[config.mk]
export PLATFORM = sky130hd
export DESIGN_NAME = hrt_divider
export DESIGN_NICKNAME = d
export VERILOG_FILES = /design/src/rtl/core/hrt_pkg.sv /design/src/rtl/core/hrt_divider.sv
export SDC_FILE = /design/constraint.sdc
export NUM_CORES = 1
export LEC_CHECK = 0
export ABC_AREA = 1
export CORE_MARGIN = 3
export CORE_UTILIZATION = 35
export DETAILED_ROUTE_END_ITERATION = 10
export DONT_BUFFER_PORTS = 1
export HOLD_SLACK_MARGIN = 0.03
export SKIP_CTS_REPAIR_TIMING = 1
export SLEW_MARGIN = 15
export SYNTH_ARGS = -nofsm -noshare
export SYNTH_HDL_FRONTEND = slang
export SYNTH_SLANG_ARGS = --single-unit
[constraint.sdc]
create_clock -name clock -period 3.74 [get_ports clock]
set_clock_uncertainty 0.15 [all_clocks]
set_input_delay 0.187 -clock clock [delete_from_list [all_inputs] [get_ports clock]]
set_output_delay 0.187 -clock clock [all_outputs]
set_load 0.01 [all_outputs]
[src/rtl/core/hrt_pkg.sv]
`default_nettype none

package hrt_pkg;

   localparam int unsigned STORE_DEPTH_DEFAULT = 8192;
   localparam int unsigned RATE_MAX            = 220;
   localparam int unsigned TIMEOUT_RESET       = 5000;

   localparam int unsigned FUNC_W    = 3;
   localparam int unsigned BPM_W     = 8;
   localparam int unsigned INDEX_W   = 13;
   localparam int unsigned COUNT_W   = 14;
   localparam int unsigned TIME_W    = 32;
   localparam int unsigned TIMEOUT_W = 16;

   localparam logic [FUNC_W-1:0] FUNC_TICK   = 3'd0;
   localparam logic [FUNC_W-1:0] FUNC_SAMPLE = 3'd1;
   localparam logic [FUNC_W-1:0] FUNC_START  = 3'd2;
   localparam logic [FUNC_W-1:0] FUNC_STOP   = 3'd3;
   localparam logic [FUNC_W-1:0] FUNC_CLEAR  = 3'd4;
   localparam logic [FUNC_W-1:0] FUNC_READ   = 3'd5;

   typedef struct packed {
      logic [BPM_W-1:0]  bpm;
      logic [TIME_W-1:0] time_ms;
   } sample_type;

endpackage

`default_nettype wire

[src/rtl/core/hrt_divider.sv]
`default_nettype none

module hrt_divider
   import hrt_pkg::*;
#(
   parameter int unsigned SW = 21,
   parameter int unsigned CW = 14
) (
   input  wire logic          clock,
   input  wire logic          reset,
   input  wire logic          start,
   input  wire logic [SW-1:0] dividend,
   input  wire logic [CW-1:0] divisor,
   output logic               done,
   output logic [BPM_W-1:0]   quotient
);

   localparam int unsigned NW = $clog2(SW + 1);

   logic          busy_ff;
   logic          done_ff;
   logic [NW-1:0] cnt_ff;
   logic [SW-1:0] quo_ff;
   logic [CW-1:0] rem_ff;
   logic [CW-1:0] div_ff;
   logic          zero_ff;

   logic [CW:0]   trial;
   logic [CW:0]   diff;
   logic          ge;
   logic [CW-1:0] rem_in;

   // restoring division, one quotient bit a cycle
   always_comb begin
      trial  = {rem_ff, quo_ff[SW-1]};
      diff   = trial - {1'b0, div_ff};
      ge     = trial >= {1'b0, div_ff};
      rem_in = ge ? diff[CW-1:0] : trial[CW-1:0];
   end

   always_ff @(posedge clock) begin
      if (reset) begin
         busy_ff <= 1'b0;
         done_ff <= 1'b0;
         cnt_ff  <= '0;
      end else begin
         done_ff <= 1'b0;
         if (start) begin
            busy_ff <= 1'b1;
            cnt_ff  <= NW'(SW);
         end else if (busy_ff) begin
            cnt_ff <= cnt_ff - NW'(1);
            if (cnt_ff == NW'(1)) begin
               busy_ff <= 1'b0;
               done_ff <= 1'b1;
            end
         end
      end
   end

   always_ff @(posedge clock) begin
      if (start) begin
         quo_ff  <= dividend;
         rem_ff  <= '0;
         div_ff  <= divisor;
         zero_ff <= (divisor == '0);
      end else if (busy_ff) begin
         quo_ff <= {quo_ff[SW-2:0], ge};
         rem_ff <= rem_in;
      end
   end

   assign done     = done_ff;
   assign quotient = zero_ff ? '0 : quo_ff[BPM_W-1:0];

endmodule

`default_nettype wire

==> impl.org, run 1 <==
** Floorplan
- The die covers 10800 µm².
- I/O Pins :: 47
- Chip Width :: 104 µm
- After floorplanning, the core was divided into 35 placement rows.
- In this run the vertical extent of the chip is 104 µm.
- In this run the standard cell core region covers 9280 µm².
- Starting density of the core :: 36.2%

** Placement
- Worst slack at placement :: 1.53 ns
- The placed instances occupy a cell area of 3470 µm².
- Input and output buffers added on the ports amount to 0.
- HPWL after detailed placement :: 5380 µm
- The congestion estimate from routability-driven global placement came to 0.891.

** CTS
- Clock tree synthesis selected as its root buffer the cell sky130_fd_sc_hd__clkbuf_8.
- Clock tree from TritonCTS :: done
- Clock-pin slew was measured on the worst setup and hold paths at 0.07 ns.
- The H-tree generated during clock tree synthesis spans 3 levels.
- No sink is reached through more buffers than the 2 on the longest clock path.
- Counting the buffers created by CTS gives 9.
- CTS Sinks :: 57
- Clock latency on the worst-skew pair :: 0.33 ns

** STA
- Slew headroom :: 39.8%
- Subtracting the final worst setup slack from the clock period gives 2.21 ns.
- Setup repair after global routing left no endpoint under its margin.
- In the final timing run, aggregate negative setup slack is 0 ns.
- For the pin with the worst max-slew slack, the measured transition is 0.902 ns.
- Peak Freq :: 452 MHz
- Final Slew Violations :: 0
- Final Hold Vio Count :: 0
- Setup slack on the critical path of the routed design comes to 1.53 ns.
- In the finished design, the share of the clock period the worst path needs comes to 59.1%.
- Hold timing on the final database bottoms out at a slack of 0.0284 ns.
- Setup violations remaining at the end of the flow were counted as 0.

** Yosys
- The synthesized design contains 36 enable-type register cells.
- Seq cells post-synth :: 57
- The netlist uses 35 different library cells.
- Ys flop type :: sky130_fd_sc_hd__edfxtp_1
- Mapped Area :: 3360 µm²
- After synthesis, the mean cell area works out to 7.83 µm².
- Fraction of synthesized cell area taken by the top area cell type :: 32.2%
- Synthesis produced a netlist whose cell count is 429.
- In the synthesized netlist the async set-or-reset flop fraction comes to 0%.
- Synth warn :: 0
- Cell types with the largest area share after synthesis :: sky130_fd_sc_hd__edfxtp_1 (32%), sky130_fd_sc_hd__nand2_1 (16%), sky130_fd_sc_hd__dfxtp_1 (13%)
- Most area-hungry cell type in the Yosys netlist :: sky130_fd_sc_hd__edfxtp_1
- The number of nets handed over by synthesis was 485.
- The share of the Yosys chip area taken by registers is 44.7%.

** Final layout
- Fraction of final layout cells sized beyond drive strength 1 :: 7.79%
- The finished cells cover 4050 µm².
- 0 antenna diodes ended up in the layout.
- The library cell used most frequently in the layout, excluding fill and tap cells, is sky130_fd_sc_hd__nand2_1.
- Commonest cells after routing, fill and taps aside :: sky130_fd_sc_hd__nand2_1 (139), sky130_fd_sc_hd__inv_1 (67), sky130_fd_sc_hd__dlygate4sd3_1 (37)
- Final nets :: 526
- Layout area overhead :: 20.7%

** Run status
- Outcome :: complete, no violations

** GRT
- Total global routing overflow :: 0
- Largest net degree at the start of global routing :: 52
- Global-route usage over all layers :: 13.9%
- The initial antenna violation count came to 0.
- Number of global-route vias before repair :: 2742
- Global-route wire length before repair :: 12400 µm

** Detailed routing
- The routed design has 7680 µm of wire.
- Detailed-route DRC error count :: 0
- The count of nets left with antenna violations once routing finished came out at 0.
- The pre-antenna-repair detailed-routing pass consisted of 4 iterations.
- Using the TritonRoute via totals, the vias-per-cell ratio works out to 4.67.
- After the first detailed-routing iteration, the DRC count stood at 159.
- Final routed wire length divided by cell count :: 12.7 µm
- Vias after detailed routing :: 2818

** Pwr
- Summed over all cells, the static leakage comes to 0.00189 µW.
- In this run the power density over the cells is 373 nW/µm².
- The design draws 1510 µW.
- Worst VDD drop :: 282 µV

** Worst setup path
- Sort of element at the end of the critical path :: flip-flop
- Series of cell instances along the critical path :: inv_1, ha_1, a21oi_1, nand2_1, a21oi_4, nand3_4, nand2_1, nand3_1, o21ai_1
- The largest single stage delay on the critical path is 0.34 ns.
- The worst setup path is of the reg2reg kind.
- Type of element launching the critical path :: flip-flop
- Maximum fanout along the worst path :: 24
- Arrival time of the worst setup path :: 2.31 ns
- Grouping stages by cell kind, the critical path spends the most delay in simple AND/OR/NAND/NOR gates.
- Cell with the most instances on the worst path :: sky130_fd_sc_hd__nand2_1
- Worst path bufs/invs :: 1
- Data on the critical path is required at its endpoint by 3.84 ns.
- Critical path's slowest cell :: sky130_fd_sc_hd__ha_1
- Across all register-to-register paths, the minimum setup slack is 1.53 ns.

** Run
- Max-cap violations in this run came to 0.

** Min path
- In this run the worst hold path is classified as in2reg.
==> flip-flops by register name, indices dropped and copies added, names as in the netlist <==
name / flops
cnt_ff: 5
busy_ff: 1
done: 1
zero_ff: 1
quo_ff: 21
div_ff: 14
rem_ff: 14
==> Yosys cell counts (3+ instances only) <==
cell type                  count
sky130_fd_sc_hd__nand3_1      27
sky130_fd_sc_hd__o21ai_0      12
sky130_fd_sc_hd__dfxtp_1      21
sky130_fd_sc_hd__nand4_1       9
sky130_fd_sc_hd__nor2_1       36
sky130_fd_sc_hd__clkbuf_1      7
sky130_fd_sc_hd__nand2_1     139
sky130_fd_sc_hd__a21oi_1      10
sky130_fd_sc_hd__ha_1         17
sky130_fd_sc_hd__edfxtp_1     36
sky130_fd_sc_hd__nand2_2       5
sky130_fd_sc_hd__xnor2_1       5
sky130_fd_sc_hd__xor2_1        3
sky130_fd_sc_hd__o21ai_1       3
sky130_fd_sc_hd__inv_1        67
sky130_fd_sc_hd__nor4_1        3
sky130_fd_sc_hd__nor2_2        8
==> final timing paths <==
check	end	depth (start not counted)	start
setup / recovery	rem_ff[7]	9	div_ff[10]
hold / removal	zero_ff	3	divisor[8]
setup reg to reg	rem_ff[7]	9	div_ff[10]
hold reg to reg	rem_ff[13]	2	rem_ff[13]
==> routing by layer <==
layer,up-vias,share of wire (%),GRT usage [%]
li1,1447,-,-
met4,0,1.5,5.98
met2,81,49,22.9
met5,-,0,0
met3,9,5.5,3.66
met1,1281,44,17.1
==> kinds of logic (layout without fill, tap and decap cells) <==
logic type	after synthesis	count (layout)	share of synthesized area, %
AOI/OAI and AO/OA	32	32	5.55
xor gates and xnor gates	8	8	2.09
adders and majority gates	18	18	6.93
buffers and inverters	77	123	9.17
DFF	57	57	44.7
and+or+nand+nor	237	237	31.5
==> final cells by class <==
| cell class | instances | area (µm²) |
|---|---|---|
| flip-flops and latches | 57 | 1500 |
| inverters | 68 | 255 |
| repair buffers | 39 | 398 |
| multi-input cells | 295 | 1550 |
| fillers | 935 | 5230 |
| clock inverters | 4 | 43.8 |
| well taps | 129 | 161 |
| clock buffers | 12 | 145 |
==> through the flow <==
step | instances | utilization (%)
2_1_floorplan | 429 | -
3_3_place_gp | 550 | 37.4
3_5_place_dp | 550 | 37.4
4_1_cts | 566 | 39.4
5_1_grt | 604 | 43.7
6_report | 604 | 43.7
==> where the power goes <==
group | switching [µW] | internal [µW]
combinational | 127 | 84.0
clock | 240 | 322
sequential | 16.6 | 720
==> tightest hold or removal path, stage by stage <==
cell and delay, ns:
sky130_fd_sc_hd__nor4_1 0.02, sky130_fd_sc_hd__nand2_1 0.08, sky130_fd_sc_hd__nor4_1 0.05
(Power assumes the default switching activity.)
==> inputs of run 2 (changes only) <==
==> constraint.sdc (replaced) <==
create_clock -name clock -period 2.05 [get_ports clock]
set_clock_uncertainty 0.15 [all_clocks]
set_input_delay 0.1025 -clock clock [delete_from_list [all_inputs] [get_ports clock]]
set_output_delay 0.1025 -clock clock [all_outputs]
set_load 0.01 [all_outputs]
==> run 2 against run 1 <==
  * Clock power rose by 87%
  * Power is 90% higher
  * Routed wire length rose by 11%
  * Via count increased by 5.6%
  * Utilization grew 4.4 points
  * Final area increased by 10%
  * Final cell count increased by 2.5%
  * Clock-buffer cell count shrank 1
  * Global-route usage about the same
  * Non-clock buffer count grew 14
  * First-iteration DRC count increased by 11%
==> impl.org, run 2 (synthesis gave the netlist of run 1 again) <==
** Run status
- Outcome :: complete, no violations

** Worst setup path
- The arrival time of the worst setup path was 2.07 ns (-0.24 ns).
- Type of element launching the critical path :: flip-flop
- The required time of the critical path came to 2.14 ns (-1.70 ns).
- Maximum fanout along the worst path :: 8 (-67%)
- Sort of element at the end of the critical path :: flip-flop
- Worst Path Class, Setup :: reg2reg

** Floorplan
- The I/O pin total came to 47 (unchanged).
- Site Rows :: 35 (unchanged)
- Die outline area :: 10800 µm² (unchanged)
- Vertical extent of the die :: 104 µm (unchanged)
- Starting density of the core :: 36.2% (unchanged)
- The standard cell core area came to 9280 µm² (unchanged).
- Chip Width :: 104 µm (unchanged)

** CTS
- Inserted Clock Buffers :: 9 (unchanged)
- TritonCTS built the clock tree.
- The root buffer cell chosen for the clock tree is sky130_fd_sc_hd__clkbuf_8.
- The latest clock arrival within the worst-skew pair is 0.34 ns (about the same).
- The buffer levels on the longest clock path is 2 (unchanged).
- Htree depth :: 3 (unchanged)
- The clock slew at the register clock pins of the worst setup and hold paths was 0.07 ns (about the same).
- The number of clock sinks came to 57 (unchanged).

** Detailed routing
- The number of remaining DRC errors was 0 (unchanged).
- Number of search-and-repair iterations in the first detailed-routing pass :: 5 (+1)
- The number of vias in the routed layout came to 2977 (+5.6%).
- Antenna viol nets, final :: 0 (unchanged)
- Via density per instance :: 4.81 (+3.1%)
- The final routed wire length divided by cell count came to 13.8 µm (+8.6%).
- The routed wire length came to 8550 µm (+11%).
- Initial drt markers :: 177 (+11%)

** Placement
- Routability Congestion :: 0.852 (-4.5%)
- The post-place setup slack was 0.0356 ns (-1.50 ns).
- The post-place instance area came to 3580 µm² (+3.1%).
- The total half-perimeter wirelength after legalization and detailed placement was 5650 µm (+5.2%).
- The number of placed instances, taps included came to 561 (+2.0%).
- The number of input and output port buffers inserted is 0 (unchanged).

** Pwr
- Cell leakage power :: 0.00198 µW (+4.6%)
- The proportion of total power due to net switching came to 26.6% (+1.2 points).
- P_sw :: 764 µW (+99%)
- Total power per unit cell area :: 643 nW/µm² (+72%)
- Reg power frac :: 46.9% (-1.9 points)
- The cell-internal power came to 2110 µW (+87%).
- Fraction of power consumed by combinational cells :: 16.3% (+2.3 points)
- Worst VDD drop :: 445 µV (+58%)
- Part of the total power dissipated in the clock network :: 36.7% (-0.5 points)

** Final layout
- The library cells used most frequently in the layout, excluding fill and tap cells, are sky130_fd_sc_hd__nand2_1 (128), sky130_fd_sc_hd__inv_1 (61), sky130_fd_sc_hd__dlygate4sd3_1 (38).
- The final non-filler cell total is 619 (+2.5%).
- Final nets :: 540 (+2.7%)
- Register ranked first by flip-flop count :: quo_ff
- The fill cell instance count of the final layout is 901 (-3.6%).
- The layout cell share with drive strength beyond 1 came to 19.2% (+11 points).
- Relative to the synthesized area, the layout overhead comes to 33.0%.
- Leaving out fill and tap cells, the most frequent cell in the layout is sky130_fd_sc_hd__nand2_1.
- Max FFs per register :: 21 (unchanged)
- Post-layout util :: 48.1% (+4.4 points)
- The largest registers in the layout are quo_ff (21), div_ff (14), rem_ff (14).
- The cell area after layout was 4470 µm² (+10%).

** STA
- The post-route worst setup slack is 0.0736 ns (-1.45 ns).
- Setup repair after global routing could not meet its margin everywhere.
- Slew headroom :: 71.5% (+32 points)
- Final period util :: 96.4% (+37 points)
- The final critical-path required period was 1.98 ns (-0.235 ns).
- The count of final hold-check violations was 0 (unchanged).
- The transition at the pin with the smallest max-transition slack was 0.427 ns (-0.475 ns).
- The max-slew violation count is 0 (unchanged).
- The maximum clock frequency was 506 MHz (+12%).
- The total setup violations reported at the end of the flow was 0 (unchanged).

** GRT
- Total global routing overflow :: 0 (unchanged)
- The number of global-route vias before repair is 2617 (-4.6%).
- Global-route usage over all layers :: 13.9% (+0.015 points)
- Initial antenna violation count :: 1 (+1)
- Largest net degree at the start of global routing :: 52 (unchanged)
- The global-route wire length before repair was 12100 µm (-2.4%).

** Min path
- Hold/Removal Path Class :: in2reg

** Run
- Count of max-cap constraint violations :: 0 (unchanged)
[run 2: changes by cell type in the layout (fill, tap and decap cells not counted), moves of 6 or more]
cell | before | now
sky130_fd_sc_hd__inv_1 | 67 | 61
sky130_fd_sc_hd__inv_2 | 1 | 7
sky130_fd_sc_hd__ha_4 | 0 | 12
sky130_fd_sc_hd__nand2_1 | 139 | 128
sky130_fd_sc_hd__nand2_2 | 5 | 15
sky130_fd_sc_hd__buf_4 | 1 | 11
sky130_fd_sc_hd__ha_1 | 17 | 5
[run 2: area by class of cell]
class | instances | area, µm² | share of cell area (%)
inverters | 68 | 255 | 5.72
diodes | 1 | 2.50 | 0.0560
well taps | 129 | 161 | 3.61
flip-flops and latches | 57 | 1510 | 33.7
clock inverters | 5 | 55.1 | 1.23
multi-input cells | 295 | 1800 | 40.2
clock buffers | 11 | 141 | 3.17
repair buffers | 53 | 548 | 12.3
[run 2: power by group through the flow]
stage | Clock [µW] | Combinational (µW) | Sequential, µW
after floorplan | 0 | 252 | 1360
final | 1050 | 469 | 1350
after global placement | 0 | 318 | 1370
after CTS | 1070 | 324 | 1340
after global routing | 1120 | 521 | 1350
after detailed placement | 0 | 322 | 1370
[run 2: worst paths after layout]
check / slack, ns / depth (start not counted) / to / from
max: 0.07 / 12 / rem_ff[11] / rem_ff[4]
min: 0.08 / 4 / cnt_ff[2] / start
max reg2reg: 0.07 / 12 / rem_ff[11] / rem_ff[4]
min reg2reg: 0.34 / 2 / rem_ff[3] / rem_ff[3]
[run 2: critical path, cell delays in order, from the launching register on]
cell and delay (ns):
sky130_fd_sc_hd__dfxtp_1 0.45, sky130_fd_sc_hd__ha_4 0.26, sky130_fd_sc_hd__nand2_2 0.08, sky130_fd_sc_hd__inv_1 0.07, sky130_fd_sc_hd__a21oi_2 0.13, sky130_fd_sc_hd__nand2_2 0.09
sky130_fd_sc_hd__nand2_4 0.07, sky130_fd_sc_hd__nand3_4 0.12, sky130_fd_sc_hd__buf_12 0.18, sky130_fd_sc_hd__nor2_2 0.08, sky130_fd_sc_hd__nor2_1 0.06, sky130_fd_sc_hd__nand2_1 0.08
sky130_fd_sc_hd__nand2_1 0.04
[run 2: stage by stage]
step / power, µW / TNS, ns / hold slack [ns]
global placement: 1680 / 0 / 0.0254
detailed placement: 1690 / 0 / 0.0317
finish: 2870 / 0 / 0.0761
floorplan: 1610 / 0 / 0.0216
global route: 3000 / -0.126 / 0.146
CTS: 2740 / -0.00437 / -0.333
[run 2: routing by layer]
| metal | global-route usage, % | share of wire (%) | vias up |
|---|---|---|---|
| met4 | 4.27 | 1.4 | 0 |
| met2 | 23.4 | 51 | 115 |
| met5 | 0 | 0 | - |
| li1 | - | - | 1471 |
| met1 | 17.4 | 41 | 1379 |
| met3 | 3.91 | 6.5 | 12 |
==> inputs of run 3 (changes only) <==
--- a/config.mk
+++ b/config.mk
@@ -7,7 +7,7 @@
 export LEC_CHECK = 0
 export ABC_AREA = 1
 export CORE_MARGIN = 3
-export CORE_UTILIZATION = 35
+export CORE_UTILIZATION = 40
 export DETAILED_ROUTE_END_ITERATION = 10
 export DONT_BUFFER_PORTS = 1
 export HOLD_SLACK_MARGIN = 0.03
==> run 3 against run 2 <==
  * Clock-buffer cell count shrank 1
  * Maximum frequency grew 2.5%
  * Power shrank 1.0%
  * Non-clock buffer count grew 13
  * Critical path type unchanged
  * Critical endpoint is now quo_ff[0]
==> impl.org, run 3 (synthesis gave the netlist of run 1 again) <==
** Placement
- Routability Congestion :: 0.891 (+4.6%)
- Cell area reported after detailed placement :: 3630 µm² (+1.4%)
- The number of placed instances, taps included came to 547 (-2.5%).
- Number of buffers inserted by port buffering :: 0 (unchanged)
- HPWL after detailed placement :: 5350 µm (-5.5%)

** GRT
- The global-route wire length before repair is 12200 µm (+0.51%).
- Global-route usage over all layers :: 15.7% (+1.8 points)
- Total global routing overflow :: 0 (unchanged)
- Number of global-route vias before repair :: 2679 (+2.4%)
- Initial antenna violation count :: 0 (-1)
- Largest net degree at the start of global routing :: 52 (unchanged)

** CTS
- TritonCTS built the clock tree.
- The number of levels the H-tree was split into is 3 (unchanged).
- Reg clk slew, reported paths :: 0.07 ns (about the same)
- The total clock buffers created by CTS came to 9 (unchanged).
- In this run the clock root is driven by a sky130_fd_sc_hd__clkbuf_8.
- Clock Path Buffers :: 2 (unchanged)
- CTS Sinks :: 57 (unchanged)
- Clock latency on the worst-skew pair :: 0.34 ns (about the same)

** Worst setup path
- The critical path is of the reg2reg type.
- The startpoint identified for the worst register-to-register timing path is div_ff[10].
- The worst setup path is captured at a flip-flop.
- The arrival time of the worst setup path was 1.87 ns (-0.20 ns).
- CP required :: 2.00 ns (-0.14 ns)
- STA classifies the critical path startpoint as a flip-flop.
- The maximum fanout encountered on the critical timing path came to 18 (+10).
- Beginning of the critical path :: div_ff[10]

** Run
- Count of max-cap constraint violations :: 0 (unchanged)

** Pwr
- The leakage power was 0.00201 µW (+1.7%).
- Final Total Pwr :: 2840 µW (-1.0%)
- Worst VDD drop :: 504 µV (+13%)
- Total power per unit cell area :: 641 nW/µm² (-0.21%)

** Run status
- The run finished with clean final reports.

** Final layout
- Largest registers :: quo_ff (21), div_ff (14), rem_ff (14)
- The number of nets in the layout is 553 (+2.4%).
- Total inserted antenna cells :: 0 (-1)
- Most common cell after layout, fill and taps aside :: sky130_fd_sc_hd__nand2_1
- Compared with the post-synthesis result, the final layout area differs by 32.0%.
- Register ranked first by flip-flop count :: quo_ff
- Max FFs per register :: 21 (unchanged)
- Post-route cell area :: 4430 µm² (-0.78%)
- Fraction of final layout cells sized beyond drive strength 1 :: 19.1% (-0.099 points)
- Final instance count without filler cells :: 604 (-2.4%)
- Commonest cells after routing, fill and taps aside :: sky130_fd_sc_hd__nand2_1 (135), sky130_fd_sc_hd__inv_1 (63), sky130_fd_sc_hd__dlygate4sd3_1 (38)
- The final cell utilization of the core is 55.9% (+7.8 points).

** STA
- The worst slew margin relative to its limit was 71.6% (about the same).
- Final period util :: 94.0% (-2.4 points)
- The max-slew violation count was 0 (unchanged).
- The final critical-path required period came to 1.93 ns (-0.0486 ns).
- Peak Freq :: 519 MHz (+2.5%)
- The total setup violations reported at the end of the flow came to 0 (unchanged).
- Slew of the pin with the lowest slew margin :: 0.426 ns (-0.000403 ns)
- The count of final hold-check violations was 0 (unchanged).

** Floorplan
- Core Area :: 7930 µm² (-15%)
- Starting density of the core :: 42.3% (+6.2 points)
- I/O Pins :: 47 (unchanged)
- Chip Width :: 97.6 µm (-6.1%)
- Vertical extent of the die :: 97.6 µm (-6.1%)
- The placement row count came to 32 (-8.6%).
- The die outline area was 9530 µm² (-12%).

** Detailed routing
- The final routed wire length divided by cell count was 13.1 µm (-5.2%).
- Total Routed Length :: 7910 µm (-7.5%)
- Via density per instance :: 4.87 (+1.2%)
- Antenna viol nets, final :: 0 (unchanged)
- Initial drt markers :: 158 (-11%)
- Detailed-route DRC error count :: 0 (unchanged)
- The number of vias in the routed layout is 2939 (-1.3%).
- Number of search-and-repair iterations in the first detailed-routing pass :: 4 (-1)

** Min path
- Hold/Removal Path Class :: in2reg
- Worst hold path startpoint :: start
-- run 3: where the power goes --
part	internal (µW)	switching [µW]
combinational	216	263
clock	552	463
sequential	1310	33.3
total	2080	760
-- run 3: through the flow --
stage / hold slack, ns / worst slack, ns / setup TNS, ns
floorplan: 0.0216 / 0.0937 / 0
global placement: 0.0273 / 0.0115 / 0
detailed placement: 0.0293 / -0.00278 / -0.00278
CTS: -0.338 / -0.00421 / -0.00421
global route: 0.154 / -0.0275 / -0.0588
finish: 0.111 / 0.122 / 0
-- run 3: critical path: stages, from the launching register on --
cell	delay, ns
sky130_fd_sc_hd__edfxtp_1	0.36
sky130_fd_sc_hd__inv_1	0.10
sky130_fd_sc_hd__ha_4	0.22
sky130_fd_sc_hd__a21oi_2	0.19
sky130_fd_sc_hd__nand2_2	0.11
sky130_fd_sc_hd__a21oi_4	0.19
sky130_fd_sc_hd__nand3_4	0.10
sky130_fd_sc_hd__buf_12	0.16
sky130_fd_sc_hd__nand2_1	0.06
sky130_fd_sc_hd__nand2_1	0.06
-- run 3: cell type report --
cell class                      instances  area [µm²]
Sequential cell                        57        1500
Timing Repair Buffer                   66         616
Fill cell                             714        3500
Multi-Input combinational cell        295        1740
Tap cell                              102         128
Clock buffer                           10         128
Clock inverter                          6        58.8
Inverter                               68         255
-- run 3: final timing paths --
path / depth (start not counted) / slack [ns] / endpoint
hold / removal: 3 / 0.11 / quo_ff[14]
hold reg to reg: 2 / 0.33 / rem_ff[13]
setup / recovery: 9 / 0.12 / quo_ff[0]
setup reg to reg: 9 / 0.12 / quo_ff[0]
-- run 3: per-layer routing --
metal | GRT usage (%) | wire length [µm] | vias up
met5 | 0 | 0 | -
met4 | 5.32 | 185 | 0
met3 | 5.38 | 362 | 13
met2 | 25.4 | 3920 | 73
met1 | 19.7 | 3440 | 1350
li1 | - | - | 1503
